## config.mk

```make
export PLATFORM = sky130hd
export DESIGN_NAME = dual_serial_controller_regs_core
export DESIGN_NICKNAME = d
export VERILOG_FILES = /design/src/rtl/dscr_pkg.sv /design/src/rtl/dscr_step.sv /design/src/rtl/dual_serial_controller_regs_core.sv
export VERILOG_INCLUDE_DIRS = /design/src /design/src/rtl
export SDC_FILE = /design/constraint.sdc
export NUM_CORES = 1
export LEC_CHECK = 0
export ABC_AREA = 1
export BUFFER_PORTS_ARGS = -buffer_cell sky130_fd_sc_hd__clkbuf_2
export CORE_MARGIN = 1
export CORE_UTILIZATION = 50
export CTS_CLUSTER_DIAMETER = 30
export DETAILED_ROUTE_END_ITERATION = 10
export GPL_TIMING_DRIVEN = 0
export PLACE_DENSITY = 0.68
export SYNTH_ARGS = -nofsm -noshare
export SYNTH_HDL_FRONTEND = slang
export SYNTH_SLANG_ARGS = --single-unit
```

## constraint.sdc

```tcl
create_clock -name clk -period 3.8 [get_ports clk]
set_input_delay 0.95 -clock clk [delete_from_list [all_inputs] [get_ports clk]]
set_output_delay 0.95 -clock clk [all_outputs]
set_load 0.05 [all_outputs]
```

## src/rtl/dual_serial_controller_regs_core_defines.svh

```systemverilog
// Assertion macros used by the RTL core of the dual serial controller.
`ifndef DUAL_SERIAL_CONTROLLER_REGS_CORE_DEFINES_SVH
`define DUAL_SERIAL_CONTROLLER_REGS_CORE_DEFINES_SVH

`ifndef SYNTHESIS
`define DSCR_ASSERT_ALWAYS(label, clk, rst, cond, msg) \
  label: assert property (@(posedge clk) disable iff (rst) (cond)) else $error(msg);
`define DSCR_ASSERT_IMPLY(label, clk, rst, ante, cons, msg) \
  label: assert property (@(posedge clk) disable iff (rst) (ante) |-> (cons)) else $error(msg);
`else
`define DSCR_ASSERT_ALWAYS(label, clk, rst, cond, msg)
`define DSCR_ASSERT_IMPLY(label, clk, rst, ante, cons, msg)
`endif

`endif

```

## src/rtl/dscr_pkg.sv

```systemverilog
package dscr_pkg;

  localparam int FIFO_DEPTH_DEFAULT = 3;

  localparam logic [2:0] ACT_READ  = 3'd0;
  localparam logic [2:0] ACT_WRITE = 3'd1;
  localparam logic [2:0] ACT_RX    = 3'd2;
  localparam logic [2:0] ACT_TICK  = 3'd3;
  localparam logic [2:0] ACT_RETI  = 3'd4;
  localparam logic [2:0] ACT_POLL  = 3'd5;

  localparam logic [2:0] CAUSE_TX  = 3'b001;
  localparam logic [2:0] CAUSE_RX  = 3'b010;
  localparam logic [2:0] CAUSE_ERR = 3'b100;
  localparam logic [2:0] CAUSE_ALL = 3'b111;

  localparam logic [2:0] PTR_R0 = 3'd0;
  localparam logic [2:0] PTR_R1 = 3'd1;
  localparam logic [2:0] PTR_R2 = 3'd2;

  localparam logic [2:0] CMD_RESET_ERR_INT = 3'd2;
  localparam logic [2:0] CMD_CHAN_RESET    = 3'd3;
  localparam logic [2:0] CMD_RESET_TX_INT  = 3'd5;
  localparam logic [2:0] CMD_ERROR_RESET   = 3'd6;
  localparam logic [2:0] CMD_RETI          = 3'd7;

  localparam logic [7:0] RR0_RESET        = 8'h2C;
  localparam logic [7:0] RR1_RESET        = 8'h01;
  localparam logic [7:0] READ_UNSUPPORTED = 8'hFF;
  localparam logic [7:0] STATUS_KEEP      = 8'h3F;
  localparam logic [7:0] ERR_INT_KEEP     = 8'hCF;
  localparam logic [7:0] ERROR_KEEP       = 8'h8F;
  localparam logic [7:0] OVERRUN_BIT      = 8'h20;
  localparam logic [7:0] RX_MODE_MASK     = 8'h18;
  localparam logic [7:0] RX_INT_FIRST     = 8'h08;
  localparam logic [7:0] RX_INT_ALL_PAR   = 8'h10;
  localparam logic [7:0] RX_INT_ALL       = 8'h18;
  localparam logic [7:0] VEC_KEEP         = 8'hF1;
  localparam logic [7:0] VEC_CH_A         = 8'h08;
  localparam logic [7:0] VEC_RX           = 8'h04;
  localparam logic [7:0] VEC_ERR          = 8'h02;

  typedef struct packed {
    logic [7:0][7:0] wr;
    logic [7:0]      rr0;
    logic [7:0]      rr1;
    logic [7:0]      rr2;
    logic [2:0]      cause;
    logic            irq;
  } chan_t;

  typedef chan_t [1:0] chan_pair_t;

  localparam chan_t CHAN_RESET = '{
    wr:    '0,
    rr0:   RR0_RESET,
    rr1:   RR1_RESET,
    rr2:   8'h00,
    cause: 3'b000,
    irq:   1'b0
  };

  typedef struct packed {
    logic [2:0] action;
    logic       channel_b;
    logic       data_port;
    logic [7:0] write_data;
    logic [7:0] rx_byte;
    logic       host_tx_ready;
  } item_t;

  typedef struct packed {
    logic [7:0] read_data;
    logic       tx_valid;
    logic [7:0] tx_byte;
    logic       rx_dropped;
    logic       irq_valid;
    logic [7:0] irq_vector;
    logic       irq_from_b;
  } result_t;

endpackage

```

## src/rtl/dscr_step.sv

```systemverilog
module dscr_step #(
  parameter int FIFO_DEPTH = dscr_pkg::FIFO_DEPTH_DEFAULT
) (
  input  dscr_pkg::item_t    item,
  input  dscr_pkg::chan_pair_t chan_q,
  input  logic [7:0]         fifo_q [2][FIFO_DEPTH],
  input  logic [$clog2(FIFO_DEPTH + 1)-1:0] cnt_q [2],
  output dscr_pkg::chan_pair_t chan_next,
  output logic [7:0]         fifo_next [2][FIFO_DEPTH],
  output logic [$clog2(FIFO_DEPTH + 1)-1:0] cnt_next [2],
  output dscr_pkg::result_t  res_next
);

  localparam int CNT_W = $clog2(FIFO_DEPTH + 1);
  localparam int IDX_W = (FIFO_DEPTH > 1) ? $clog2(FIFO_DEPTH) : 1;
  localparam logic [CNT_W-1:0] DEPTH_CNT = CNT_W'(FIFO_DEPTH);
  localparam logic [CNT_W-1:0] CNT_ONE = CNT_W'(1);

  function automatic dscr_pkg::chan_pair_t drop_cause(dscr_pkg::chan_pair_t s, logic c,
                                                     logic [2:0] m);
    s[c].cause = s[c].cause & ~m;
    if ((s[0].cause | s[1].cause) == 3'b000) begin
      s[0].rr1[1] = 1'b0;
      s[c].irq = 1'b0;
    end
    return s;
  endfunction

  function automatic dscr_pkg::chan_pair_t raise_cause(dscr_pkg::chan_pair_t s, logic c,
                                                      logic [2:0] m);
    logic [2:0] fresh;
    fresh = ~s[c].cause & m;
    s[c].cause = s[c].cause | m;
    if ((|fresh) && !s[0].irq) begin
      s[c].irq = 1'b1;
      s[0].rr1[1] = 1'b1;
    end
    return s;
  endfunction

  function automatic logic [7:0] vector_for(dscr_pkg::chan_pair_t s, logic c);
    logic [7:0] v;
    v = s[1].wr[2];
    if (s[1].wr[1][2]) begin
      v = v & dscr_pkg::VEC_KEEP;
      if (!c) begin
        v = v | dscr_pkg::VEC_CH_A;
      end
      if (s[c].cause[1]) begin
        v = v | dscr_pkg::VEC_RX;
      end else if (s[c].cause[2]) begin
        v = v | dscr_pkg::VEC_ERR;
      end
    end
    return v;
  endfunction

  logic                 ch;
  logic [2:0]           ptr;
  logic                 sel_b;
  dscr_pkg::chan_pair_t st;

  assign ch = item.channel_b;

  always_comb begin
    st = chan_q;
    fifo_next = fifo_q;
    cnt_next = cnt_q;
    res_next = '0;
    ptr = chan_q[ch].wr[0][2:0];
    sel_b = 1'b0;
    unique case (item.action)
      dscr_pkg::ACT_READ: begin
        if (!item.data_port) begin
          st[ch].wr[0][2:0] = 3'd0;
          st[ch].rr0[1] = !ch && (|(st[0].cause | st[1].cause));
          priority if (ptr == dscr_pkg::PTR_R0) begin
            res_next.read_data = st[ch].rr0;
          end else if (ptr == dscr_pkg::PTR_R1) begin
            res_next.read_data = st[ch].rr1;
          end else if (ptr == dscr_pkg::PTR_R2 && ch) begin
            res_next.read_data = st[ch].rr2;
          end else begin
            res_next.read_data = dscr_pkg::READ_UNSUPPORTED;
          end
        end else begin
          res_next.read_data = fifo_q[ch][0];
          for (int i = 0; i < FIFO_DEPTH - 1; i++) begin
            fifo_next[ch][i] = fifo_q[ch][i + 1];
          end
          if (cnt_next[ch] != '0) begin
            cnt_next[ch] = cnt_next[ch] - CNT_ONE;
          end
          if (cnt_next[ch] == '0) begin
            st[ch].rr0[0] = 1'b0;
          end
          st = drop_cause(st, ch, dscr_pkg::CAUSE_RX);
          st[ch].rr0 = st[ch].rr0 & dscr_pkg::STATUS_KEEP;
          st[ch].rr1 = st[ch].rr1 & dscr_pkg::STATUS_KEEP;
          if (cnt_next[ch] != '0 && st[ch].wr[1][4]) begin
            st = raise_cause(st, ch, dscr_pkg::CAUSE_RX);
          end
        end
      end
      dscr_pkg::ACT_WRITE: begin
        if (item.data_port) begin
          st[ch].rr0[2] = 1'b0;
          st = drop_cause(st, ch, dscr_pkg::CAUSE_TX);
          res_next.tx_valid = 1'b1;
          res_next.tx_byte = item.write_data;
        end else if (ptr != dscr_pkg::PTR_R0) begin
          st[ch].wr[ptr] = item.write_data;
          if (ch && ptr == dscr_pkg::PTR_R2) begin
            st[ch].rr2 = item.write_data;
          end
          st[ch].wr[0][2:0] = 3'd0;
        end else begin
          st[ch].wr[0] = item.write_data;
          unique case (item.write_data[5:3])
            dscr_pkg::CMD_RESET_ERR_INT: begin
              st = drop_cause(st, ch, dscr_pkg::CAUSE_ERR);
              st[ch].rr1 = st[ch].rr1 & dscr_pkg::ERR_INT_KEEP;
            end
            dscr_pkg::CMD_CHAN_RESET: begin
              st[ch].rr0 = dscr_pkg::RR0_RESET;
              st[ch].rr1 = dscr_pkg::RR1_RESET;
              st[ch].rr2 = 8'h00;
              st = drop_cause(st, ch, dscr_pkg::CAUSE_ALL);
            end
            dscr_pkg::CMD_RESET_TX_INT: begin
              st = drop_cause(st, ch, dscr_pkg::CAUSE_TX);
            end
            dscr_pkg::CMD_ERROR_RESET: begin
              st[ch].rr1 = st[ch].rr1 & dscr_pkg::ERROR_KEEP;
            end
            dscr_pkg::CMD_RETI: begin
              if (!ch) begin
                st[0].irq = 1'b0;
                st[0].rr1[1] = 1'b0;
                st = drop_cause(st, 1'b0, dscr_pkg::CAUSE_ALL);
                st = drop_cause(st, 1'b1, dscr_pkg::CAUSE_ALL);
              end
            end
            default: ;
          endcase
        end
      end
      dscr_pkg::ACT_RX: begin
        if (!st[ch].wr[3][0]) begin
          res_next.rx_dropped = 1'b1;
        end else if (cnt_next[ch] >= DEPTH_CNT) begin
          fifo_next[ch][FIFO_DEPTH - 1] = item.rx_byte;
          st[ch].rr1 = st[ch].rr1 | dscr_pkg::OVERRUN_BIT;
          st = raise_cause(st, ch, dscr_pkg::CAUSE_ERR);
        end else begin
          fifo_next[ch][cnt_next[ch][IDX_W-1:0]] = item.rx_byte;
          cnt_next[ch] = cnt_next[ch] + CNT_ONE;
          st[ch].rr0[0] = 1'b1;
          unique case (st[ch].wr[1] & dscr_pkg::RX_MODE_MASK)
            dscr_pkg::RX_INT_FIRST: begin
              if (cnt_next[ch] == CNT_ONE) begin
                st = raise_cause(st, ch, dscr_pkg::CAUSE_RX);
              end
            end
            dscr_pkg::RX_INT_ALL_PAR, dscr_pkg::RX_INT_ALL: begin
              st = raise_cause(st, ch, dscr_pkg::CAUSE_RX);
            end
            default: ;
          endcase
        end
      end
      dscr_pkg::ACT_TICK: begin
        if ((ch || item.host_tx_ready) && !st[ch].rr0[2]) begin
          st[ch].rr0[2] = 1'b1;
          if (st[ch].wr[1][1]) begin
            st = raise_cause(st, ch, dscr_pkg::CAUSE_TX);
          end
        end
      end
      dscr_pkg::ACT_RETI, dscr_pkg::ACT_POLL: begin
        if (item.action == dscr_pkg::ACT_RETI) begin
          st[0].irq = 1'b0;
        end
        sel_b = !st[0].irq;
        if (st[0].irq || st[1].irq) begin
          res_next.irq_valid = 1'b1;
          res_next.irq_vector = vector_for(st, sel_b);
          res_next.irq_from_b = sel_b;
        end
      end
      default: ;
    endcase
    chan_next = st;
  end

endmodule

```

## src/rtl/dual_serial_controller_regs_core.sv

```systemverilog
// Channel  Handshake            Payload
// in       in_valid / in_ready  action, channel_b, data_port, write_data, rx_byte,
//                               host_tx_ready
// out      out_valid/out_ready  read_data, tx_valid, tx_byte, rx_dropped, irq_valid,
//                               irq_vector, irq_from_b
//
// An accepted transfer is held in the input register until the register update logic
// loads its result into the result register, from which the result is offered.
// One transfer is accepted every cycle while results are taken.
// Reset is synchronous; it clears the handshake, channel state and FIFO counts, not the input
// and result registers or the receive FIFO data, which is to be read only once written (not enforced).
// When out_ready is low, one more transfer is held in the input register before in_ready drops.
`include "dual_serial_controller_regs_core_defines.svh"

module dual_serial_controller_regs_core #(
  parameter int FIFO_DEPTH = dscr_pkg::FIFO_DEPTH_DEFAULT
) (
  input  logic       clk,
  input  logic       rst,
  input  logic       in_valid,
  output logic       in_ready,
  input  logic [2:0] action,
  input  logic       channel_b,
  input  logic       data_port,
  input  logic [7:0] write_data,
  input  logic [7:0] rx_byte,
  input  logic       host_tx_ready,
  output logic       out_valid,
  input  logic       out_ready,
  output logic [7:0] read_data,
  output logic       tx_valid,
  output logic [7:0] tx_byte,
  output logic       rx_dropped,
  output logic       irq_valid,
  output logic [7:0] irq_vector,
  output logic       irq_from_b
);

  localparam int CNT_W = $clog2(FIFO_DEPTH + 1);

  dscr_pkg::item_t      item_q;
  logic                 item_valid;
  logic                 advance;
  dscr_pkg::chan_pair_t chan_q;
  dscr_pkg::chan_pair_t chan_next;
  logic [7:0]           fifo_q [2][FIFO_DEPTH];
  logic [7:0]           fifo_next [2][FIFO_DEPTH];
  logic [CNT_W-1:0]     cnt_q [2];
  logic [CNT_W-1:0]     cnt_next [2];
  dscr_pkg::result_t    res_q;
  dscr_pkg::result_t    res_next;

  assign advance = item_valid && (!out_valid || out_ready);
  assign in_ready = !item_valid || advance;

  dscr_step #(
    .FIFO_DEPTH(FIFO_DEPTH)
  ) u_step (
    .item      (item_q),
    .chan_q    (chan_q),
    .fifo_q    (fifo_q),
    .cnt_q     (cnt_q),
    .chan_next (chan_next),
    .fifo_next (fifo_next),
    .cnt_next  (cnt_next),
    .res_next  (res_next)
  );

  always_ff @(posedge clk) begin
    if (rst) begin
      item_valid <= 1'b0;
      out_valid <= 1'b0;
      chan_q <= {dscr_pkg::CHAN_RESET, dscr_pkg::CHAN_RESET};
      cnt_q[0] <= '0;
      cnt_q[1] <= '0;
    end else begin
      if (in_ready) begin
        item_valid <= in_valid;
      end
      if (advance) begin
        out_valid <= 1'b1;
        chan_q <= chan_next;
        cnt_q <= cnt_next;
      end else if (out_ready) begin
        out_valid <= 1'b0;
      end
    end
  end

  always_ff @(posedge clk) begin
    if (in_valid && in_ready) begin
      item_q <= '{
        action:        action,
        channel_b:     channel_b,
        data_port:     data_port,
        write_data:    write_data,
        rx_byte:       rx_byte,
        host_tx_ready: host_tx_ready
      };
    end
    if (advance) begin
      res_q <= res_next;
      fifo_q <= fifo_next;
    end
  end

  assign read_data = res_q.read_data;
  assign tx_valid = res_q.tx_valid;
  assign tx_byte = res_q.tx_byte;
  assign rx_dropped = res_q.rx_dropped;
  assign irq_valid = res_q.irq_valid;
  assign irq_vector = res_q.irq_vector;
  assign irq_from_b = res_q.irq_from_b;

  `DSCR_ASSERT_ALWAYS(a_fifo_count_bound, clk, rst, (cnt_q[0] <= CNT_W'(FIFO_DEPTH)) && (cnt_q[1] <= CNT_W'(FIFO_DEPTH)), "receive FIFO count above depth")
  `DSCR_ASSERT_ALWAYS(a_pending_flag, clk, rst, (|(chan_q[0].cause | chan_q[1].cause)) || !chan_q[0].rr1[1], "interrupt pending flag set with no cause")
  `DSCR_ASSERT_IMPLY(a_one_event, clk, rst, out_valid, $onehot0({res_q.tx_valid, res_q.rx_dropped, res_q.irq_valid}), "more than one event flag in a result")
  `DSCR_ASSERT_IMPLY(a_stall_only, clk, rst, !in_ready, item_valid && out_valid && !out_ready, "input stalled without a full pipeline")

endmodule

```

==> key figures <==
Placed design
  • Post-DP Area: 9110 µm²
  • Input/output buffers: 54
  • RePlAce Congestion: 1.01
  • Placed insts: 1,303
  • Final HPWL DP: 18.1 mm

STA
  • Max Slew Vio Count: 0
  • Max Freq: 277 MHz
  • Final min period: 3.61 ns
  • Final period utilization: 95.1%
  • Final hold violations: 0
  • Max-slew headroom: 17.6%
  • Slew @ Worst Pin: 1.22 ns
  • Final setup violation count: 0
  • Hold_ws: 0.445 ns
  • Clock Skew: 0.00999 ns
  • RSZ-0062 raised after global routing: no

Cells and area
  • Fill cells: 1,509
  • P&R area growth vs syn: 14.1%
  • Number of diodes: 0
  • Register area: 4440 µm²
  • Area of the multi-input gates: 3560 µm²
  • Final nets: 1,132
  • Finished Cell Area: 9770 µm²
  • Non-Filler Instances: 1,335
  • Share of cells above drive strength 1: 14.6%
  • Fin util: 58.7%

Synth
  • Seq/Total Area, Yosys: 51.9%
  • Mean Syn Cell Area: 8.32 µm²
  • Number of synthesized flops with an enable pin: 98
  • Count of cell types in the netlist: 50
  • Post-Syn Area: 8560 µm²
  • Syn nets: 1,059
  • Ys flop type: edfxtp_1
  • Cells after Synth: 1,029
  • Yosys warns: 0
  • Ys async rst share: 0%
  • Post-synthesis register bit count: 173

Flow run
  • Max-cap violation count: 0

GRT
  • First-pass GRT wire length: 38.4 mm
  • All-Layer GR Usage: 28.8%
  • Largest net degree at the start of global routing: 30
  • Vias in the first global route: 6,945
  • Initial antenna violation count: 0
  • Grt ovf: 0

Clock tree
  • CTS Hold Bufs: 0
  • CTS H-tree depth: 4
  • TritonCTS sink count: 173
  • Total CTS buffers: 17
  • Root buffer cell: clkbuf_16
  • Max Root-Sink Buffers: 2
  • CTS clock-pin slew for the worst setup and hold paths: 0.07 ns
  • Worst-Skew Late Latency: 0.43 ns
  • CTS tree: yes

Floorplan
  • Area of the die: 17,700 µm²
  • Core Box Area: 16,600 µm²
  • Initial Utilization: 51.5%
  • Die H: 133 µm
  • Die Wd: 133 µm
  • Ports: 56
  • Rows: 47

Drt
  • Detail Route Antenna Nets: 0
  • First-pass iteration count of the detailed router: 5
  • Post-Route WL: 24.7 mm
  • DRC viols: 0
  • 1st-iter DRT viols: 692
  • Via density: 5.68
  • Detailed-route via count: 7,577
  • Routed wire per std cell: 18.5 µm

Worst setup path
  • CP required: 3.90 ns
  • R2R Setup Slk: 0.19 ns
  • Crit path max fanout: 11
  • Crit path kind: flop to flop
  • Crit. End Element: flop
  • Crit start category: flop
  • Crit path DAT: 3.72 ns

Power
  • Pwr dens: 432 nW/µm²
  • Leakage power: 0.00394 µW
  • Worst IR Drop VDD: 297 µV

Status
  • Status: finished, final reports clean

Worst hold path
  • Worst hold path class: flop to flop
-- where the power goes --
| part | leakage [µW] | internal [µW] | switching [µW] |
|---|---|---|---|
| registers | 0.00157 | 2010 | 23.2 |
| clock network | 0.000287 | 987 | 772 |
| logic | 0.00208 | 103 | 330 |
-- per-layer routing --
layer	routed length, µm	track usage [%]
met3	2270	5.71
met1	10900	40.0
met5	0	0
met4	782	12.4
met2	10800	43.7
-- critical path: stages, from the launching register on --
cell	delay, ns
edfxtp_1	0.45
buf_4	0.24
buf_2	0.22
buf_4	0.23
buf_4	0.20
o21ai_0	0.33
inv_1	0.11
ha_1	0.21
clkbuf_1	0.25
inv_2	0.25
nor2_1	0.12
nor2_4	0.21
nand2_1	0.17
a21oi_4	0.30
-- final timing paths --
kind,start,to,cells past startpoint
setup / recovery,item_q[18],fifo_q[47],13
hold / removal,chan_q[19],chan_q[19],2
setup reg to reg,item_q[18],fifo_q[47],13
hold reg to reg,chan_q[19],chan_q[19],2
-- flip-flops by register name, indices dropped and copies added, names as in the netlist --
register / cells
cnt_q: 4
rx_dropped: 1
irq_from_b: 1
irq_vector: 8
item_q: 22
out_valid: 1
fifo_q: 48
read_data: 8
irq_valid: 1
tx_byte: 8
tx_valid: 1
chan_q: 69
item_valid: 1
-- per-stage QoR --
| step | setup TNS, ns | setup WS (ns) | power [µW] |
|---|---|---|---|
| floorplan | 0 | 0.391 | 2350 |
| global placement | -19.61 | -0.638 | 2490 |
| detailed placement | -21.49 | -0.648 | 2490 |
| CTS | 0 | 0.129 | 4230 |
| global route | 0 | 0.0373 | 4330 |
| finish | 0 | 0.187 | 4230 |
-- layout by cell type (no fill, tap or decap), types with 4 or more instances in the layout --
| cell type | Yosys | final |
|---|---|---|
| clkbuf_1 | 19 | 19 |
| a21oi_1 | 82 | 78 |
| dfxtp_1 | 75 | 75 |
| a31oi_1 | 5 | 5 |
| nor2_2 | 4 | 4 |
| clkbuf_2 | 0 | 54 |
| nor3_1 | 11 | 11 |
| ha_1 | 4 | 4 |
| a21oi_4 | 0 | 4 |
| a22oi_1 | 11 | 11 |
| inv_6 | 0 | 4 |
| buf_6 | 5 | 5 |
| nor2_4 | 6 | 8 |
| nand2_1 | 205 | 205 |
| o211ai_1 | 11 | 11 |
| nor2_1 | 126 | 124 |
| edfxtp_1 | 98 | 98 |
| inv_2 | 10 | 12 |
| nand3_1 | 90 | 90 |
| nand3b_1 | 4 | 4 |
| buf_2 | 7 | 7 |
| o21ai_1 | 5 | 5 |
| buf_4 | 5 | 7 |
| inv_1 | 93 | 90 |
| nand2_2 | 9 | 9 |
| clkbuf_16 | 0 | 17 |
| nand4_1 | 5 | 5 |
| o21ai_0 | 95 | 95 |
-- cell type report --
| class | count | area share, % |
|---|---|---|
| plain buffers | 37 | 2.09 |
| clock buffers | 19 | 4.43 |
| clock inverters | 13 | 1.61 |
| inverters | 106 | 4.16 |
| multi-input cells | 711 | 36.5 |
| flip-flops and latches | 173 | 45.5 |
| well taps | 220 | 2.82 |
| repair buffers | 56 | 2.92 |
-- cells in the mapped netlist (6+ instances only) --
cell      instances  area (µm²)
edfxtp_1         98        2940
nor3_1           11        55.1
nor2_4            6        67.6
o211ai_1         11        82.6
o21ai_0          95         475
a21oi_1          82         410
nand2_2           9        56.3
inv_1            93         349
nand3_1          90         450
buf_2             7        35.0
dfxtp_1          75        1500
a22oi_1          11        82.6
nor2_1          126         473
clkbuf_1         19        71.3
nand2_1         205         769
inv_2            10        37.5
-- cell families after synthesis --
group | count (synthesis) | share of synthesized area (%)
AOI/OAI and AO/OA | 231 | 15.1
and+or+nand+nor | 476 | 25.2
adders and majority gates | 4 | 0.584
buffers and inverters | 145 | 7.17
DFF | 173 | 51.9
-- what timing repair did --
item	CTS	global route
gates cloned	0	0
resized for setup	10	5
setup endpoints to repair	40	57
buffers inserted	2	0
pin swaps	0	0
Power figures use the tool's default switching activity.
